## src/hw/rtl/mpfb_pkg.sv

```systemverilog
// Shared types and constants of the page framebuffer rectangle engine.
package mpfb_pkg;

    // Panel geometry defaults and page organization
    localparam int PANEL_WIDTH_DEF  = 128;
    localparam int PANEL_HEIGHT_DEF = 64;
    localparam int ROWS_PER_PAGE    = 8;

    // Command queue depth between front and back
    localparam int CMD_DEPTH = 4;

    // Field widths of one input item
    localparam int ACT_W  = 2;
    localparam int X_W    = 8;
    localparam int Y_W    = 7;
    localparam int ADDR_W = 10;
    localparam int PAGE_W = Y_W - 3;
    localparam int DATA_W = 8;
    localparam int IN_TDATA_W = 48;

    typedef enum logic [ACT_W-1:0] {
        ACT_CLEAR   = 2'd0,
        ACT_OUTLINE = 2'd1,
        ACT_FILL    = 2'd2,
        ACT_READ    = 2'd3
    } action_t;

    // Classified command as queued for the back end
    typedef struct packed {
        action_t             action;
        logic [X_W-1:0]      x_lo;
        logic [X_W-1:0]      x_hi;
        logic [X_W-1:0]      x_last;
        logic [Y_W-1:0]      y_lo;
        logic [Y_W-1:0]      y_hi;
        logic [PAGE_W-1:0]   page_first;
        logic [PAGE_W-1:0]   page_last;
        logic                empty;
        logic [ADDR_W-1:0]   addr;
    } cmd_t;

endpackage

```

## src/hw/rtl/mpfb_cmd_fifo.sv

```systemverilog
// Short command queue between front and back end.
module mpfb_cmd_fifo #(
    parameter int DEPTH = mpfb_pkg::CMD_DEPTH
) (
    input  logic            clk,
    input  logic            rst_n,
    input  logic            push,
    input  mpfb_pkg::cmd_t  push_cmd,
    input  logic            pop,
    output logic            full,
    output logic            not_empty,
    output mpfb_pkg::cmd_t  head_cmd
);

    localparam int PTR_W = (DEPTH > 1) ? $clog2(DEPTH) : 1;
    localparam int CNT_W = $clog2(DEPTH + 1);

    mpfb_pkg::cmd_t     entry_reg [DEPTH];
    logic [PTR_W-1:0]   wr_ptr_reg, wr_ptr_next;
    logic [PTR_W-1:0]   rd_ptr_reg, rd_ptr_next;
    logic [CNT_W-1:0]   count_reg, count_next;

    assign full      = (count_reg == CNT_W'(DEPTH));
    assign not_empty = (count_reg != '0);
    assign head_cmd  = entry_reg[rd_ptr_reg];

    // Pointer and count update
    always_comb
    begin
        wr_ptr_next = wr_ptr_reg;
        rd_ptr_next = rd_ptr_reg;
        count_next  = count_reg;
        if (push)
        begin
            wr_ptr_next = (wr_ptr_reg == PTR_W'(DEPTH - 1)) ? '0 : wr_ptr_reg + PTR_W'(1);
        end
        if (pop)
        begin
            rd_ptr_next = (rd_ptr_reg == PTR_W'(DEPTH - 1)) ? '0 : rd_ptr_reg + PTR_W'(1);
        end
        if (push && !pop)
        begin
            count_next = count_reg + CNT_W'(1);
        end
        else if (pop && !push)
        begin
            count_next = count_reg - CNT_W'(1);
        end
    end

    always_ff @(posedge clk or negedge rst_n)
    begin
        if (!rst_n)
        begin
            wr_ptr_reg <= '0;
            rd_ptr_reg <= '0;
            count_reg  <= '0;
        end
        else
        begin
            wr_ptr_reg <= wr_ptr_next;
            rd_ptr_reg <= rd_ptr_next;
            count_reg  <= count_next;
        end
    end

    // Entry storage
    always_ff @(posedge clk)
    begin
        if (push)
        begin
            entry_reg[wr_ptr_reg] <= push_cmd;
        end
    end

    // The back end only pops a queue that holds something
    a_pop_not_empty: assert property (@(posedge clk) disable iff (!rst_n)
        pop |-> (count_reg != '0))
        else $error("command queue popped while empty");

endmodule

```

## config.mk

```make
export PLATFORM = sky130hd
export DESIGN_NAME = mpfb_cmd_fifo
export DESIGN_NICKNAME = d
export VERILOG_FILES = /design/src/hw/rtl/mpfb_pkg.sv /design/src/hw/rtl/mpfb_cmd_fifo.sv
export SDC_FILE = /design/constraint.sdc
export NUM_CORES = 1
export LEC_CHECK = 0
export ABC_AREA = 1
export BUFFER_PORTS_ARGS = -buffer_cell sky130_fd_sc_hd__clkbuf_2
export CAP_MARGIN = 5
export CELL_PAD_IN_SITES_DETAIL_PLACEMENT = 1
export CELL_PAD_IN_SITES_GLOBAL_PLACEMENT = 1
export CORE_UTILIZATION = 38
export CTS_CLUSTER_DIAMETER = 100
export DETAILED_ROUTE_END_ITERATION = 8
export PLACE_DENSITY_LB_ADDON = 0.1
export RECOVER_POWER = 100
export SETUP_SLACK_MARGIN = 0.15
export SLEW_MARGIN = 20
export SYNTH_ARGS = -nofsm -noshare
export SYNTH_HDL_FRONTEND = slang
export SYNTH_SLANG_ARGS = --single-unit
export TNS_END_PERCENT = 20
```

## constraint.sdc

```tcl
create_clock -name clk -period 5.4 [get_ports clk]
set_input_delay 0.54 -clock clk [delete_from_list [all_inputs] [get_ports clk]]
set_output_delay 0.54 -clock clk [all_outputs]
set_load 0.02 [all_outputs]
```

# After elaboration in Yosys (flattened, before gate mapping)
# Memories as Yosys holds them, arrays and structs flattened.
# Cells that the tools add are included.
[op_classes] n_eq_ne=3 reduce_logical=6 muxes=6 addsub=4
[op_table] cell="$mux 3" count=2
[op_table] cell="$add 2x1->2 const B" count=2
[op_table] cell="$eq 2x2->1 const B" count=2
[op_table] cell="$mux 2" count=2
[op_table] cell="$add 3x1->3 const B" count=1
[op_table] cell="$eq 3x3->1 const B" count=1
[op_table] cell="$reduce_bool 3->1" count=1
[op_table] cell="$sub 3x1->3 const B" count=1
[op_table] cell="$logic_and 1x1->1" count=2
[op_table] cell="$logic_not 1->1" count=2
[op_table] cell="$mux 1" count=2
[op_table] cell="$reduce_bool 2->1" count=1
[word_totals] mem_bits_rw=236 ff_bits=7 memories=1 word_cells=23
[memory_table] memory="entry_reg" words=4 width=59 rd=1 rd_ports_with_merged_regs=0 write_ports=1 line="mpfb_cmd_fifo.sv:18" source="mpfb_pkg::cmd_t entry_reg [DEPTH];"

# Logic depth before layout (Yosys ltp)
[logic_depth] word_depth=4 depth_mapped=9 mapped_depth_nobuf=9

# Worst setup path before layout
# No wires, ideal clock.
[synth_timing] path_type="register to register" startpoint="register wr_ptr_reg[0]" endpoint="memory entry_reg[0][0] (netlist name) (enable)" setup_ns=0.413 path_slack_ns=3.178 path_stages_with_launch=5 arrival_ns=1.809 path_cell_list="dfrtp_1 > inv_1 > ha_1 > nand2_1 > inv_1"
[synth_lines] item="start, declared" line="mpfb_cmd_fifo.sv:19" source="logic [PTR_W-1:0] wr_ptr_reg, wr_ptr_next;"
[synth_lines] item="start signal, assigned" line="mpfb_cmd_fifo.sv:61" source="wr_ptr_reg <= wr_ptr_next;"
[synth_lines] item="end, declared" line="mpfb_cmd_fifo.sv:18"
# No word-level cell before the write port.

# Final worst setup path
[layout_timing] startpoint="register wr_ptr_reg[1]" endpoint="memory entry_reg[1][5] (netlist name) (enable)"
# No word-level cell before the write port.

==> results by stage <==
Run status:
- The flow ran to the end, but the final reports show violations.
- The checks that failed: capacitance limit, slew limit.

Timing:
- Based on the critical path, the design can be clocked at up to approximately 250 MHz.
- Of the available clock period, the critical path in the final layout requires 74.2%.
- The max-slew headroom at the worst pin is -83.9%.
- The minimum clock period is approximately 4000 ps.
- For the pin with the worst max-slew slack, the measured transition is 2760 ps.
- The number of setup violations in the final report is 0.
- The clock tree skew after final layout is 9.84 ps.
- After routing, the total negative slack on setup checks comes to 0 ps.
- Hold timing on the final database bottoms out at a slack of about 270 ps.
- Setup repair after global routing left no endpoint under its margin.
- The max-slew violation count was roughly 170.
- The number of failing hold endpoints at the final stage is 0.

Min path:
- The worst hold path class is in2reg.
- The end point of the most critical hold path is entry_reg[0][41].
- Counting instances, the worst hold path has a depth of 1.
- The launch instance of the worst min-delay path is push_cmd[41].

Power:
- The leakage power of the design is between 4 and 5 nW.
- The peak ir drop on the vdd network is 0.258 mV.
- In this run the power density over the cells is between 500 and 600 nW/µm².
- The post-route total power is around 6.3 mW.

Clocking:
- The clock net in this run drives a total of between 200 and 250 sinks.
- For the worst-skew pair, the clock arrives at the later sink with an insertion delay of ~520 ps.
- The total of hold buffers inserted after clock tree synthesis is 1.
- The TritonCTS clock tree is done.
- The total CTS buffers is 27.
- The H-tree level count is 1.
- The buffer count from post-CTS setup fixing is 0.
- The register clock-pin slew on the reported worst setup and hold paths is about 60 ps.
- The post-cts gate resize count is 0.
- In this run the deepest clock path goes through 3 buffers.
- The library cell used as clock root buffer is clkbuf_16.

Logic synthesis:
- Counting flops and latches in the post-synthesis netlist gives about 240.
- The number of standard cells after synthesis is ~740.
- In this run, distinct cell masters in the synthesized netlist total 19.
- The mean post-synth cell area is between 10 and 15 µm².
- After synthesis the cells add up to 9900 µm².
- The sequential share of the synthesized area is 73.4%.
- The synthesized net count is 812.
- The Yosys step of the flow raised 0 warnings.

Routing:
- The number of nets with antenna violations after routing is 0.
- For this run, design rule violations remaining after detail routing come to 0.
- The average via count per standard cell is slightly below 5.
- For this block, the routed nets add up to ~22000 µm of wire.
- The pre-antenna-repair detailed-routing pass consisted of 4 iterations.
- The total via count after detailed routing is about 5900.
- The number of design-rule violations left by the first detailed-router iteration is 234.
- The average detailed-routed wire length per instance is about 18 µm.

Worst setup path:
- The reg-to-reg critical path startpoint is wr_ptr_reg[1].
- In this run the worst path has a maximum fanout of 38.
- The critical path endpoint category is a flip-flop.
- The critical path in this run is classified as reg2reg.
- The worst register-to-register path has a depth of 5.
- The reg-to-reg endpoint is entry_reg[1][5].
- Data arrives at the worst endpoint at between 4000 and 5000 ps.
- The worst register-to-register path has a setup slack of about 1400 ps.
- The required time of the critical path is approximately 5500 ps.
- The kind of launch point of the worst setup path is a flip-flop.

Die:
- The area of the core is around 25000 µm².
- For this design the top-level I/O count stands at 124.
- The overall die width is 163 µm.
- From bottom edge to top edge, the die measures 163 µm.
- The floorplan has slightly below 60 rows.
- Once the floorplan was initialized, standard cells occupied about two fifths of the core.
- The die covers ~27000 µm².

Final layout:
- Once layout is complete, the utilization of the core stands at approximately 45%.
- The net count of the finished layout is approximately 930.
- The area of all placed cells without fillers is 11300 µm².
- 0 antenna diodes ended up in the layout.
- The register with the most flip-flops in the layout has around 240 of them.
- The relative area change from synthesis to final layout is 14.4%.
- In the final layout, the share of cells above drive strength 1 is under 10%.

Global route:
- The number of global-route vias before repair is 6194.
- The global-route usage over all layers is roughly 16%.
- The first global-routing pass estimated between 30000 and 40000 µm of wire.
- The initial antenna violation count is 0.
- The total congestion overflow after global routing is 0.
- Entering global routing, the biggest net connects 139 pins.

Job:
- The max-capacitance violation count is 5.

Placed design:
- Once placement finished, the instance area stood at around 11000 µm².
- The weighted congestion reported at the end of routability-driven placement is between 0.6 and 0.7.
- Buffers placed on the I/O ports in this run total roughly 120.
- Summed over all nets, the half-perimeter wirelength after detailed placement is 12700 µm.
metrics by stage:
step,std cells,setup slack (ps)
after floorplan,742,3180
after global placement,1164,2710
after detailed placement,1164,2610
after CTS,1213,2050
after global routing,1213,1010
final,1213,1400
how the worst max path moves through the flow:
stage / start / to / slack [ps]
4_1_cts: rd_ptr_reg[0] / head_cmd[26] / 2050
6_report: wr_ptr_reg[1] / entry_reg[1][5] / 1400
5_1_grt: wr_ptr_reg[0] / entry_reg[0][42] / 1010
2_1_floorplan: wr_ptr_reg[0] / entry_reg[0][0] / 3180
3_3_place_gp: rd_ptr_reg[0] / head_cmd[26] / 2710
3_5_place_dp: rd_ptr_reg[0] / head_cmd[37] / 2610
cell families after synthesis:
group / Yosys count / share of synthesized area, %
simple gates: 199 / 7.60
flops: 243 / 73.4
compound gates: 122 / 9.15
buf+inv: 170 / 8.85
xor+xnor: 1 / 0.0885
fa+ha+maj: 7 / 0.961
where the power goes:
group	leakage [nW]	switching [mW]	internal [mW]
clock	0.432	0.694	1.10
combinational	1.65	1.48	0.477
sequential	2.25	0.0877	2.44
total	4.33	2.26	4.02
metal layers:
layer	vias to the layer above	global-route usage, %	part of all wire, %
met5	-	0	0
met3	35	2.82	4.0
li1	2821	-	-
met1	2915	19.2	42
met4	0	4.67	2.3
met2	102	30.2	52
cell type report:
cell class / count / area (µm²)
inverter: 131 / 497
clock buffer: 31 / 691
tap: 330 / 413
clock inverter: 17 / 183
multi-input combinational: 329 / 1760
sequential: 243 / 7260
timing repair buffer: 132 / 520
fill: 2697 / 14100
synth_stat cells, drive strengths merged:
| cell type | n | area [µm²] |
|---|---|---|
| fa | 1 | 20.0 |
| xnor2 | 1 | 8.76 |
| nand4 | 1 | 6.26 |
| nand2 | 194 | 728 |
| nand3 | 1 | 5.00 |
| o21ai | 4 | 20.0 |
| clkbuf | 7 | 96.3 |
| buf | 32 | 288 |
| o211ai | 118 | 886 |
| inv | 131 | 492 |
| ha | 6 | 75.1 |
| dfrtp | 7 | 175 |
| nor2 | 2 | 7.51 |
| edfxtp | 236 | 7090 |
| nor3 | 1 | 5.00 |
cells in the final DEF (no fill, tap or decap), types with 4 or more instances in the layout:
master and n:
nand2_1 194, dfrtp_1 6, clkinv_1 4, clkbuf_1 126, clkbuf_16 27, o211ai_1 118
bufinv_16 4, edfxtp_1 236, ha_1 6, inv_1 130, clkbuf_2 6, clkinv_2 8
worst max-delay path, cell delays in order (launching register included):
cell,delay (ps)
dfrtp_1,400
inv_1,100
ha_1,150
nand2_1,50
inv_1,800
clkbuf_1,2020
No activity file was read; power rests on OpenSTA's default activity.
