--- src/hw/rtl/mpfb_pkg.sv ---
// Shared types and constants of the page framebuffer rectangle engine.
package mpfb_pkg;

    // Panel geometry defaults and page organization
    localparam int PANEL_WIDTH_DEF  = 128;
    localparam int PANEL_HEIGHT_DEF = 64;
    localparam int ROWS_PER_PAGE    = 8;

    // Command queue depth between front and back
    localparam int CMD_DEPTH = 4;

    // Field widths of one input item
    localparam int ACT_W  = 2;
    localparam int X_W    = 8;
    localparam int Y_W    = 7;
    localparam int ADDR_W = 10;
    localparam int PAGE_W = Y_W - 3;
    localparam int DATA_W = 8;
    localparam int IN_TDATA_W = 48;

    typedef enum logic [ACT_W-1:0] {
        ACT_CLEAR   = 2'd0,
        ACT_OUTLINE = 2'd1,
        ACT_FILL    = 2'd2,
        ACT_READ    = 2'd3
    } action_t;

    // Classified command as queued for the back end
    typedef struct packed {
        action_t             action;
        logic [X_W-1:0]      x_lo;
        logic [X_W-1:0]      x_hi;
        logic [X_W-1:0]      x_last;
        logic [Y_W-1:0]      y_lo;
        logic [Y_W-1:0]      y_hi;
        logic [PAGE_W-1:0]   page_first;
        logic [PAGE_W-1:0]   page_last;
        logic                empty;
        logic [ADDR_W-1:0]   addr;
    } cmd_t;

endpackage

--- src/hw/rtl/mpfb_front.sv ---
// Front end: accepts commands, orders corners, clips the byte walk to the panel.
module mpfb_front #(
    parameter int PANEL_WIDTH  = mpfb_pkg::PANEL_WIDTH_DEF,
    parameter int PANEL_HEIGHT = mpfb_pkg::PANEL_HEIGHT_DEF
) (
    input  logic                              s_tvalid,
    output logic                              s_tready,
    // action, x_first, y_first, x_second, y_second, read_address (low bit up), zero pad
    input  logic [mpfb_pkg::IN_TDATA_W-1:0]   s_tdata,
    input  logic                              fifo_full,
    input  logic                              clearing,
    output logic                              push,
    output mpfb_pkg::cmd_t                    push_cmd
);

    localparam int PAGE_COUNT =
        (PANEL_HEIGHT + mpfb_pkg::ROWS_PER_PAGE - 1) / mpfb_pkg::ROWS_PER_PAGE;
    localparam logic [mpfb_pkg::X_W-1:0]    X_MAX = mpfb_pkg::X_W'(PANEL_WIDTH - 1);
    localparam logic [mpfb_pkg::PAGE_W-1:0] P_MAX = mpfb_pkg::PAGE_W'(PAGE_COUNT - 1);
    localparam logic [mpfb_pkg::Y_W:0]      Y_LIM = (mpfb_pkg::Y_W + 1)'(PANEL_HEIGHT);

    mpfb_pkg::action_t             action;
    logic [mpfb_pkg::X_W-1:0]      x_first, x_second, x_lo, x_hi;
    logic [mpfb_pkg::Y_W-1:0]      y_first, y_second, y_lo, y_hi, y_end;
    logic [mpfb_pkg::ADDR_W-1:0]   read_address;
    logic [mpfb_pkg::X_W:0]        x_end;
    logic                          outline;

    // Unpack the item
    assign action       = mpfb_pkg::action_t'(s_tdata[1:0]);
    assign x_first      = s_tdata[9:2];
    assign y_first      = s_tdata[16:10];
    assign x_second     = s_tdata[24:17];
    assign y_second     = s_tdata[31:25];
    assign read_address = s_tdata[41:32];

    // Order the corners
    assign x_lo = (x_first > x_second) ? x_second : x_first;
    assign x_hi = (x_first > x_second) ? x_first : x_second;
    assign y_lo = (y_first > y_second) ? y_second : y_first;
    assign y_hi = (y_first > y_second) ? y_first : y_second;

    // Outline covers the closed range, clear and fill the half-open one
    assign outline = (action == mpfb_pkg::ACT_OUTLINE);
    assign x_end   = outline ? {1'b0, x_hi} : ({1'b0, x_hi} - 9'd1);
    assign y_end   = outline ? y_hi : (y_hi - 7'd1);

    always_comb
    begin
        push_cmd.action     = action;
        push_cmd.x_lo       = x_lo;
        push_cmd.x_hi       = x_hi;
        push_cmd.y_lo       = y_lo;
        push_cmd.y_hi       = y_hi;
        push_cmd.addr       = read_address;
        push_cmd.page_first = y_lo[mpfb_pkg::Y_W-1:3];
        push_cmd.x_last     = (x_end > {1'b0, X_MAX}) ? X_MAX : x_end[mpfb_pkg::X_W-1:0];
        push_cmd.page_last  = (y_end[mpfb_pkg::Y_W-1:3] > P_MAX) ? P_MAX
                                                                 : y_end[mpfb_pkg::Y_W-1:3];
        // Nothing on the panel to touch
        push_cmd.empty      = (x_lo > X_MAX) || ({1'b0, y_lo} >= Y_LIM) ||
                              (!outline && ((x_lo == x_hi) || (y_lo == y_hi)));
    end

    // Hold off during the clearing pass and while the queue is full
    assign s_tready = !fifo_full && !clearing;
    assign push     = s_tvalid && s_tready;

endmodule

--- config.mk ---
export PLATFORM = sky130hd
export DESIGN_NAME = mpfb_front
export DESIGN_NICKNAME = d
export VERILOG_FILES = /design/src/hw/rtl/mpfb_pkg.sv /design/src/hw/rtl/mpfb_front.sv
export SDC_FILE = /design/constraint.sdc
export NUM_CORES = 1
export LEC_CHECK = 0
export ABC_AREA = 1
export BUFFER_PORTS_ARGS = -buffer_cell sky130_fd_sc_hd__buf_2
export CAP_MARGIN = 20
export CORE_ASPECT_RATIO = 1.5
export CORE_UTILIZATION = 43
export DETAILED_ROUTE_END_ITERATION = 16
export GPL_TIMING_DRIVEN = 0
export PLACE_DENSITY = 0.91
export SYNTH_ARGS = -nofsm -noshare
export SYNTH_HDL_FRONTEND = slang
export SYNTH_SLANG_ARGS = --single-unit
--- constraint.sdc ---
create_clock -name vclk -period 3.1
set_input_delay 0.31 -clock vclk [all_inputs]
set_output_delay 0.31 -clock vclk [all_outputs]
set_load 0.05 [all_outputs]
Word-level counts from Yosys, hierarchy flattened --
Index checks and enable logic that the tools add are counted.
Operators by class: reductions and logical operators 9, muxes and demuxes 8, eq/ne operators 3, $add $sub $neg 2, magnitude comparators 6
Operator list (number):
- $mux W8 | 3
- $mux W7 | 3
- $gt A9 B7 Y1 const B | 1
- $mux W9 | 1
- $sub A8 B1 Y9 const B | 1
- $eq A8 B8 Y1 | 1
- $gt A8 B7 Y1 const B | 1
- $gt A8 B8 Y1 | 1
- $eq A7 B7 Y1 | 1
- $ge A7 B7 Y1 const B | 1
- $gt A7 B7 Y1 | 1
- $sub A7 B1 Y7 const B | 1
- $gt A4 B3 Y1 const B | 1
- $mux W4 | 1
- $logic_and A1 B1 Y1 | 3
- $logic_not A1 Y1 | 3
- $logic_or A1 B1 Y1 | 3
- $eq A2 B1 Y1 const B | 1
Word-level totals: bits in registers 0, word-level logic and storage cells 28, input port bits 51, output and inout bits 61

Longest topological paths before layout --
Gate-level depths: netlist (run 1).
depth after elaboration 6, mapped depth 20, mapped depth without buffers 20

Worst setup path before layout (run 1) --
No wires, ideal clock.
path kind input port to output port, start input port s_tdata[31] (netlist name), end output port push_cmd[29] (netlist name), setup slack -0.175 ns, stages 11, required time 2.790 ns, data arrival time 2.965 ns, buffers on the path 3, cells stage by stage inv_1 -> ha_1 -> nand2_1 -> nor2_2 -> nand2_1 -> nand2_4 -> nand2_2 -> buf_6 -> clkbuf_1 -> o21ai_0 -> buf_4
RTL lines:
- start, declared | line mpfb_front.sv:9 | input logic [mpfb_pkg::IN_TDATA_W-1:0] s_tdata,
- end, declared | line mpfb_front.sv:13 | output mpfb_pkg::cmd_t push_cmd

==> results of run 1 <==
[placed cells by master, fill, tap and decap left out, types with 5 or more instances in the layout]
cell,netlist,routed
nor2_2,6,6
nand2_1,61,61
nand4_1,12,12
a21oi_1,6,6
nand3_1,14,14
ha_1,16,16
nor2_1,11,10
nand2_4,8,8
buf_2,0,93
buf_4,18,18
nand3_2,5,5
nand2_2,9,9
inv_1,37,37
o21ai_0,15,15
[critical path, cell delays in order]
cell      delay [ps]
buf_2            110
inv_1            110
ha_1             260
a21o_1           210
nor2_4           130
nand2_4          120
nand2_8          120
nand2_1          100
nand2_4          110
ha_1             150
inv_1             50
nor2_1           140
nand2_1          100
nor2_2           120
nand3_1           90
nand2_1           70
nand4_1           80
clkbuf_4         220
[logic make-up after synthesis]
group,count (synthesis),share of synthesized area
AO/OA/AOI/OAI,28,0.105
AND/OR/NAND/NOR,140,0.529
buffers and inverters,64,0.217
other,1,0.00242
XOR/XNOR,3,0.0170
adder cells (fa/ha/maj),16,0.129
[metrics by stage]
step / cells / setup TNS, ps / setup WS, ps / total power, W / area (µm²)
global route: 389 / 0 / 3.53 / 0.000856 / 2090
finish: 389 / 0 / 202 / 0.000797 / 2090
global placement: 389 / 0 / 200 / 0.000782 / 2080
detailed placement: 389 / 0 / 121 / 0.000795 / 2080
floorplan: 253 / -526 / -175 / 0.000633 / 1550
CTS: 389 / 0 / 127 / 0.000797 / 2080
[how the worst max path moves through the flow]
| stage | endpoint | slack, ps |
|---|---|---|
| after floorplan | push_cmd[29] | -180 |
| after global placement | push_cmd[39] | 200 |
| after detailed placement | push_cmd[39] | 120 |
| after CTS | push_cmd[39] | 130 |
| after global routing | push_cmd[39] | 4 |
| final | push_cmd[39] | 200 |
[routing by layer]
layer / track usage / routed length (µm)
met1: 0.242 / 1590
met2: 0.404 / 2200
met3: 0.00399 / 183
met4: 0.0216 / 19
met5: 0 / 0
[area by class of cell]
type / count / area [µm²]
Fill cell: 332 / 1330
Multi-Input combinational cell: 189 / 1220
Timing Repair Buffer: 94 / 473
Buffer: 23 / 180
Inverter: 41 / 156
Tap cell: 42 / 52.6
[what timing repair did]
action | in CTS | in global routing
endpoints found under the setup margin | 0 | 2
hold buffers | 0 | 0
resized for setup | 0 | 3
[power by group through the flow]
| stage | clock (W) | sequential, W | combinational (W) |
|---|---|---|---|
| floorplan | 0 | 0 | 0.000633 |
| global placement | 0 | 0 | 0.000782 |
| detailed placement | 0 | 0 | 0.000795 |
| CTS | 0 | 0 | 0.000797 |
| global route | 0 | 0 | 0.000856 |
| finish | 0 | 0 | 0.000797 |
==> key figures, run 1 <==
Worst hold path
  • Min-delay src: s_tdata[35]
  • Hold depth: 2
  • Hold crit path type: in2out
  • Hold Crit Endpoint: push_cmd[3]

Final layout
  • Flip-flop and latch area: 0 µm²
  • Clock buffers: 0
  • Sequential cell count: 0
  • Nets@finish: 416
  • Share of cells above drive strength 1: 0.455
  • Antenna fix cells: 0
  • Area delta synth->final: 34.6%
  • Final Util: 0.611

Yosys
  • Synth unique cells: 34
  • Most common cell in the synthesized netlist: nand2_1
  • Syn Area/Cell: 6.15 µm²
  • Area contributors post-synth: nand2_1 (15%), ha_1 (13%), inv_1 (9.0%)
  • Cell taking the most area after synthesis: nand2_1
  • Syn. warnings: 0
  • Syn Inst Count: 252
  • Top cells by count, synth: nand2_1 (61), inv_1 (37), buf_4 (18), ha_1 (16), o21ai_0 (15)
  • Seq/Total Area, Yosys: 0
  • Synth top area share: 0.148
  • Synth Cell Area: 1550 µm²

Die
  • Die width: 51.0 µm
  • Num rows: 26
  • Core footprint: 3420 µm²
  • Num ports: 112
  • Starting Density: 0.454
  • Die Area: 3850 µm²
  • Die Y-Extent: 75.5 µm

Detailed routing
  • Wire length per cell: 10.3 µm
  • DR DRC count: 0
  • Routed Antenna Nets: 0
  • Vias/cell: 4.87
  • Final WL: 3.99 mm
  • Iter 0 DRT Violations: 40
  • DRT Pass-1 Iters: 5
  • Vias: 1896

Global route
  • Vias in the first global route: 1562
  • Largest net degree at the start of global routing: 11
  • Total GRT Usage: 0.202
  • Global-route wire length before repair: 6.37 mm
  • GR Overflow Total: 0
  • Initial antenna violation count: 0

Setup path
  • Crit Path Max Fanout: 10
  • Startpoint types: input port
  • Endpoint class of the critical path: primary output
  • Crit path kind: in2out
  • CP Data Arrival Time: 2590 ps
  • Worst setup path startpoint: s_tdata[24]
  • Critical Path RT: 2790 ps

Pwr
  • Power per cell area: 382 nW/µm²
  • Power Internal: 0.000203 W
  • Clk network pwr share: 0
  • Sequential power share: 0
  • Switch share: 0.745
  • Leak: 1.24 nW
  • Combinational share of power: 1.000
  • Switch Pwr: 0.000594 W
  • Worst IR Drop VDD: 0.000264 V

Place
  • Gpl congestion: 0.823
  • Count of buffers from port buffering: 94
  • Hpwl dp: 3.57 mm

Clock tree
  • Postcts setup bufs: 0

Timing
  • Count of final setup violators: 0
  • Tmin final: 2900 ps
  • FMAX: 0.345 GHz
  • Count of pins over their slew limit: 0
  • Final-report hold violation count: 0
  • WHS: 921 ps
  • Period Utilization, post-route: 0.935
  • RSZ-0062 raised after global routing: no

Outcome
  • Status: completed

Job
  • Max cap viols: 0
Note: power is estimated with default switching activity, not from simulation.
==> run 2, diff against run 1 <==
Settings changed: REMOVE_ABC_BUFFERS set to 1, SKIP_LAST_GASP set to 1.
==> run 2 against run 1 <==
Compared with the run above: via count is 4.4% lower; core utilization decreased by 5.5 points; final cell count fell by 7.2%; design area decreased by 9.1%; non-clock buffer count down 29; die area is the same; worst hold slack worse by 300 ps; critical endpoint is now push_cmd[37].
==> key figures, run 2 (synthesis results as in run 1) <==
Die
  • Die width: 51.0 µm
  • Core footprint: 3420 µm²
  • Starting Density: 0.454
  • Num rows: 26
  • Num ports: 112
  • Die Y-Extent: 75.5 µm
  • Die Area: 3850 µm²

Global route
  • Initial antenna violation count: 0
  • M1 GR Usage: 0.195
  • Total GRT Usage: 0.200
  • Largest net degree at the start of global routing: 21
  • Global-route wire length before repair: 6.27 mm
  • Vias in the first global route: 1543
  • Most used routing layer: met2
  • GRT met2 Usage: 0.421
  • GRT met3 Usage: 0.0359
  • GR Overflow Total: 0

Place
  • Post-Place Cells: 356
  • Setup WS pre-CTS: -82.4 ps
  • Count of buffers from port buffering: 84
  • Hpwl dp: 3.32 mm
  • Gpl congestion: 0.821

Timing
  • Period Utilization, post-route: 0.946
  • Setup TNS: 0 ps
  • RSZ-0062 raised after global routing: no
  • Count of pins over their slew limit: 0
  • Tmin final: 2930 ps
  • FMAX: 0.341 GHz
  • Setup WS post-layout: 167 ps
  • Final-report hold violation count: 0
  • Count of final setup violators: 0

Setup path
  • Bufs and invs on worst path: 4
  • Crit path kind: in2out
  • Crit path max-delay family: simple AND/OR/NAND/NOR gates
  • Critical path endpoint: push_cmd[37]
  • CP Cell Sequence: buf_2 -> inv_1 -> ha_1 -> nand2_1 -> nor2_4 -> nand2_2 -> nand2_4 -> nand3_1 -> nand2_4 -> ha_1 -> inv_1 -> nor2_1 -> nand2_1 -> nor2_2 -> nor2_1 -> nor2_1 -> nand4_1 -> buf_2
  • Critical path depth: 18
  • Worst setup path startpoint: s_tdata[24]
  • Startpoint types: input port
  • Critical Path RT: 2790 ps
  • Crit path top cell by count: nor2_1
  • CP max stage delay: 290 ps
  • Max stage delay cell, worst path: ha_1
  • CP Data Arrival Time: 2620 ps
  • Crit Path Max Fanout: 11
  • Endpoint class of the critical path: primary output

Detailed routing
  • Vias: 1812
  • Routed Antenna Nets: 0
  • Final WL: 4.00 mm
  • Wire length per cell: 11.1 µm
  • Vias/cell: 5.02
  • DR DRC count: 0
  • Iter 0 DRT Violations: 28
  • DRT Pass-1 Iters: 4

Outcome
  • Status: completed

Pwr
  • Total power: 0.000738 W
  • Power per cell area: 389 nW/µm²
  • Worst IR Drop VDD: 0.000337 V
  • Leak: 1.12 nW

Clock tree
  • Hold-fix buffers at CTS: 0

Final layout
  • Final Util: 0.556
  • Commonest non-fill, non-tap cells in the layout: buf_2 (83), nand2_1 (61), inv_1 (37)
  • Clock buffers: 0
  • Commonest non-fill, non-tap cell in the layout: buf_2
  • Non-Filler Instances: 361
  • Share of cells above drive strength 1: 0.414
  • Antenna fix cells: 0
  • Sequential cell count: 0
  • Nets@finish: 388
  • Area delta synth->final: 22.4%
  • Flip-flop and latch area: 0 µm²

Job
  • Max cap viols: 0

Worst hold path
  • Min-delay src: s_tdata[32]
  • Hold crit path type: in2out
==> run 2: changes by cell type in the layout (fill, tap and decap cells not counted) <==
cell,change
nor2_4,-1
nor2_2,+1
nand2_2,-1
nand2_4,+2
buf_8,-1
clkbuf_1,-2
buf_6,-2
buf_4,-14
buf_2,-10
==> run 2: how the worst min path moves through the flow <==
stage          slack (ps)  cells past startpoint           to
3_5_place_dp          620                      0  push_cmd[0]
2_1_floorplan         620                      0  push_cmd[0]
4_1_cts               620                      0  push_cmd[0]
3_3_place_gp          620                      0  push_cmd[0]
6_report              620                      0  push_cmd[0]
5_1_grt               620                      0  push_cmd[0]
==> run 2: what timing repair did <==
action | CTS | global route
endpoints found under the setup margin | 2 | 3
pin swaps | 1 | 1
gates cloned | 1 | 0
setup buffers | 2 | 2
resized for setup | 0 | 3
==> run 2: cell type report <==
class | count | area, µm²
timing repair buffer | 88 | 453
tap | 42 | 52.6
multi-input combinational | 190 | 1240
inverter | 41 | 156
fill | 352 | 1520
==> run 2: power by group <==
part           internal [W]  switching [W]
logic              0.000176       0.000562
clock network             0              0
registers                 0              0
total              0.000176       0.000562
==> run 2: per-layer routing <==
| layer | share of wire | wire [µm] |
|---|---|---|
| met1 | 0.37 | 1480 |
| met2 | 0.54 | 2170 |
| met3 | 0.073 | 292 |
| met4 | 0.014 | 57 |
| met5 | 0 | 0 |
==> run 2: through the flow <==
stage / hold slack (ps) / cell area (µm²)
after floorplan: 620 / 1370
after global placement: 621 / 1850
after detailed placement: 621 / 1850
after CTS: 621 / 1870
after global routing: 620 / 1900
final: 620 / 1900
==> run 3, diff against run 2 <==
Settings changed: RECOVER_POWER set to 100, SETUP_SLACK_MARGIN set to 0.2.
==> run 3 against run 2 <==
Compared with the run above: combinational power up 3.4%; global-route usage about the same; core utilization up 2.2 points; via count up 3.7%; flip-flop and latch count unchanged; maximum frequency up 2.6%.
==> key figures, run 3 (synthesis results as in run 1) <==
Place
  • Count of buffers from port buffering: 84
  • Gpl congestion: 0.821
  • Hpwl dp: 3.32 mm
  • Area post-placement: 1850 µm²

Timing
  • Tmin final: 2860 ps
  • Count of final setup violators: 0
  • Period Utilization, post-route: 0.922
  • Count of pins over their slew limit: 0
  • Least-Margin Pin Slew: 609 ps
  • RSZ-0062 raised after global routing: no
  • FMAX: 0.350 GHz
  • Slew HR: 0.596
  • Final-report hold violation count: 0
  • Setup TNS: 0 ps

Die
  • Num rows: 26
  • Die Area: 3850 µm²
  • Core footprint: 3420 µm²
  • Num ports: 112
  • Die width: 51.0 µm
  • Die Y-Extent: 75.5 µm
  • Starting Density: 0.454

Final layout
  • Commonest non-fill, non-tap cells in the layout: nand2_1 (59), clkbuf_1 (38), buf_2 (36)
  • Sequential cell count: 0
  • Flip-flop and latch area: 0 µm²
  • Area delta synth->final: 27.4%
  • Finished Cell Area: 1970 µm²
  • Share of cells above drive strength 1: 0.331
  • Clock buffers: 0
  • Antenna fix cells: 0
  • Commonest non-fill, non-tap cell in the layout: nand2_1
  • Final Util: 0.578
  • Nets@finish: 395

Setup path
  • Startpoint types: input port
  • Bufs and invs on worst path: 3
  • CP Data Arrival Time: 2550 ps
  • Endpoint class of the critical path: primary output
  • Critical path depth: 17
  • Crit Path Max Fanout: 8
  • Crit path max-delay family: simple AND/OR/NAND/NOR gates
  • Critical Path RT: 2790 ps
  • Crit path kind: in2out
  • CP max stage delay: 320 ps
  • CP Cell Sequence: buf_2 -> ha_1 -> a21oi_2 -> nor2_1 -> nor2_4 -> nand2_8 -> nand2_8 -> nand2_2 -> nand2_4 -> ha_1 -> inv_1 -> nor2_1 -> nand2_1 -> nor2_4 -> nand4_1 -> nand4_1 -> clkbuf_2
  • Worst setup path startpoint: s_tdata[7]
  • Max stage delay cell, worst path: ha_1
  • Critical path endpoint: push_cmd[39]

Detailed routing
  • Final WL: 4.31 mm
  • Max layer used: met4
  • Iter 0 DRT Violations: 29
  • WL met3: 272 µm
  • Vias: 1879
  • Routed Antenna Nets: 0
  • DR DRC count: 0
  • Wire length per cell: 11.7 µm
  • Metal2 WL: 2.42 mm
  • Wire length on met1: 1.56 mm
  • DRT Pass-1 Iters: 4
  • Vias/cell: 5.11

Pwr
  • Switch share: 0.762
  • Power Internal: 0.000182 W
  • Sequential power share: 0
  • Switch Pwr: 0.000581 W
  • Worst IR Drop VDD: 0.000327 V
  • Combinational share of power: 1.000
  • Power per cell area: 386 nW/µm²
  • Leak: 1.05 nW
  • Clk network pwr share: 0

Worst hold path
  • Hold crit path type: in2out

Global route
  • Total GRT Usage: 0.201
  • Vias in the first global route: 1544
  • Largest net degree at the start of global routing: 21
  • Global-route wire length before repair: 6.29 mm
  • GR Overflow Total: 0
  • Initial antenna violation count: 0

Job
  • Max cap viols: 0

Outcome
  • Status: completed

Clock tree
  • Hold-fix buffers at CTS: 0
[run 3: cell types whose count changed in the layout (fill, tap and decap cells not counted), sizes merged]
cell    previous run  this run
nand2             80        81
clkbuf             1        47
buf               87        47
[run 3: area by class of cell]
class	instances	area, µm²
timing repair buffer	94	457
inverter	41	156
multi-input combinational	191	1310
tap	42	52.6
fill	343	1440
[run 3: worst min-delay path by stage]
stage                            from          end  slack (ps)  depth (start not counted)
after floorplan           s_tdata[32]  push_cmd[0]         620                          0
after global placement    s_tdata[32]  push_cmd[0]         620                          0
after detailed placement  s_tdata[32]  push_cmd[0]         620                          0
after CTS                 s_tdata[32]  push_cmd[0]         620                          0
after global routing      s_tdata[32]  push_cmd[0]         620                          0
final                     s_tdata[32]  push_cmd[0]         620                          0
[run 3: layer usage]
metal,GRT usage,up-vias
li1,-,944
met1,0.196,845
met2,0.428,85
met3,0.0359,5
met4,0.0309,0
met5,0,-
[run 3: what timing repair did]
action | 4_1_cts | 5_1_grt
cloned | 1 | 1
pin swaps | 1 | 10
endpoints found under the setup margin | 7 | 10
setup buffers | 4 | 6
gates resized for setup | 5 | 18
[run 3: power by group through the flow]
stage | logic, W | clock network, W | registers, W
2_1_floorplan | 0.000567 | 0 | 0
3_3_place_gp | 0.000715 | 0 | 0
3_5_place_dp | 0.000726 | 0 | 0
4_1_cts | 0.000745 | 0 | 0
5_1_grt | 0.000818 | 0 | 0
6_report | 0.000763 | 0 | 0
[run 3: metrics by stage]
step / worst slack (ps) / hold slack [ps] / std cells / power (W)
2_1_floorplan: -630 / 620 / 230 / 0.000567
3_3_place_gp: 17.7 / 621 / 356 / 0.000715
3_5_place_dp: -82.4 / 621 / 356 / 0.000726
4_1_cts: 223 / 621 / 361 / 0.000745
5_1_grt: 135 / 620 / 368 / 0.000818
6_report: 242 / 620 / 368 / 0.000763
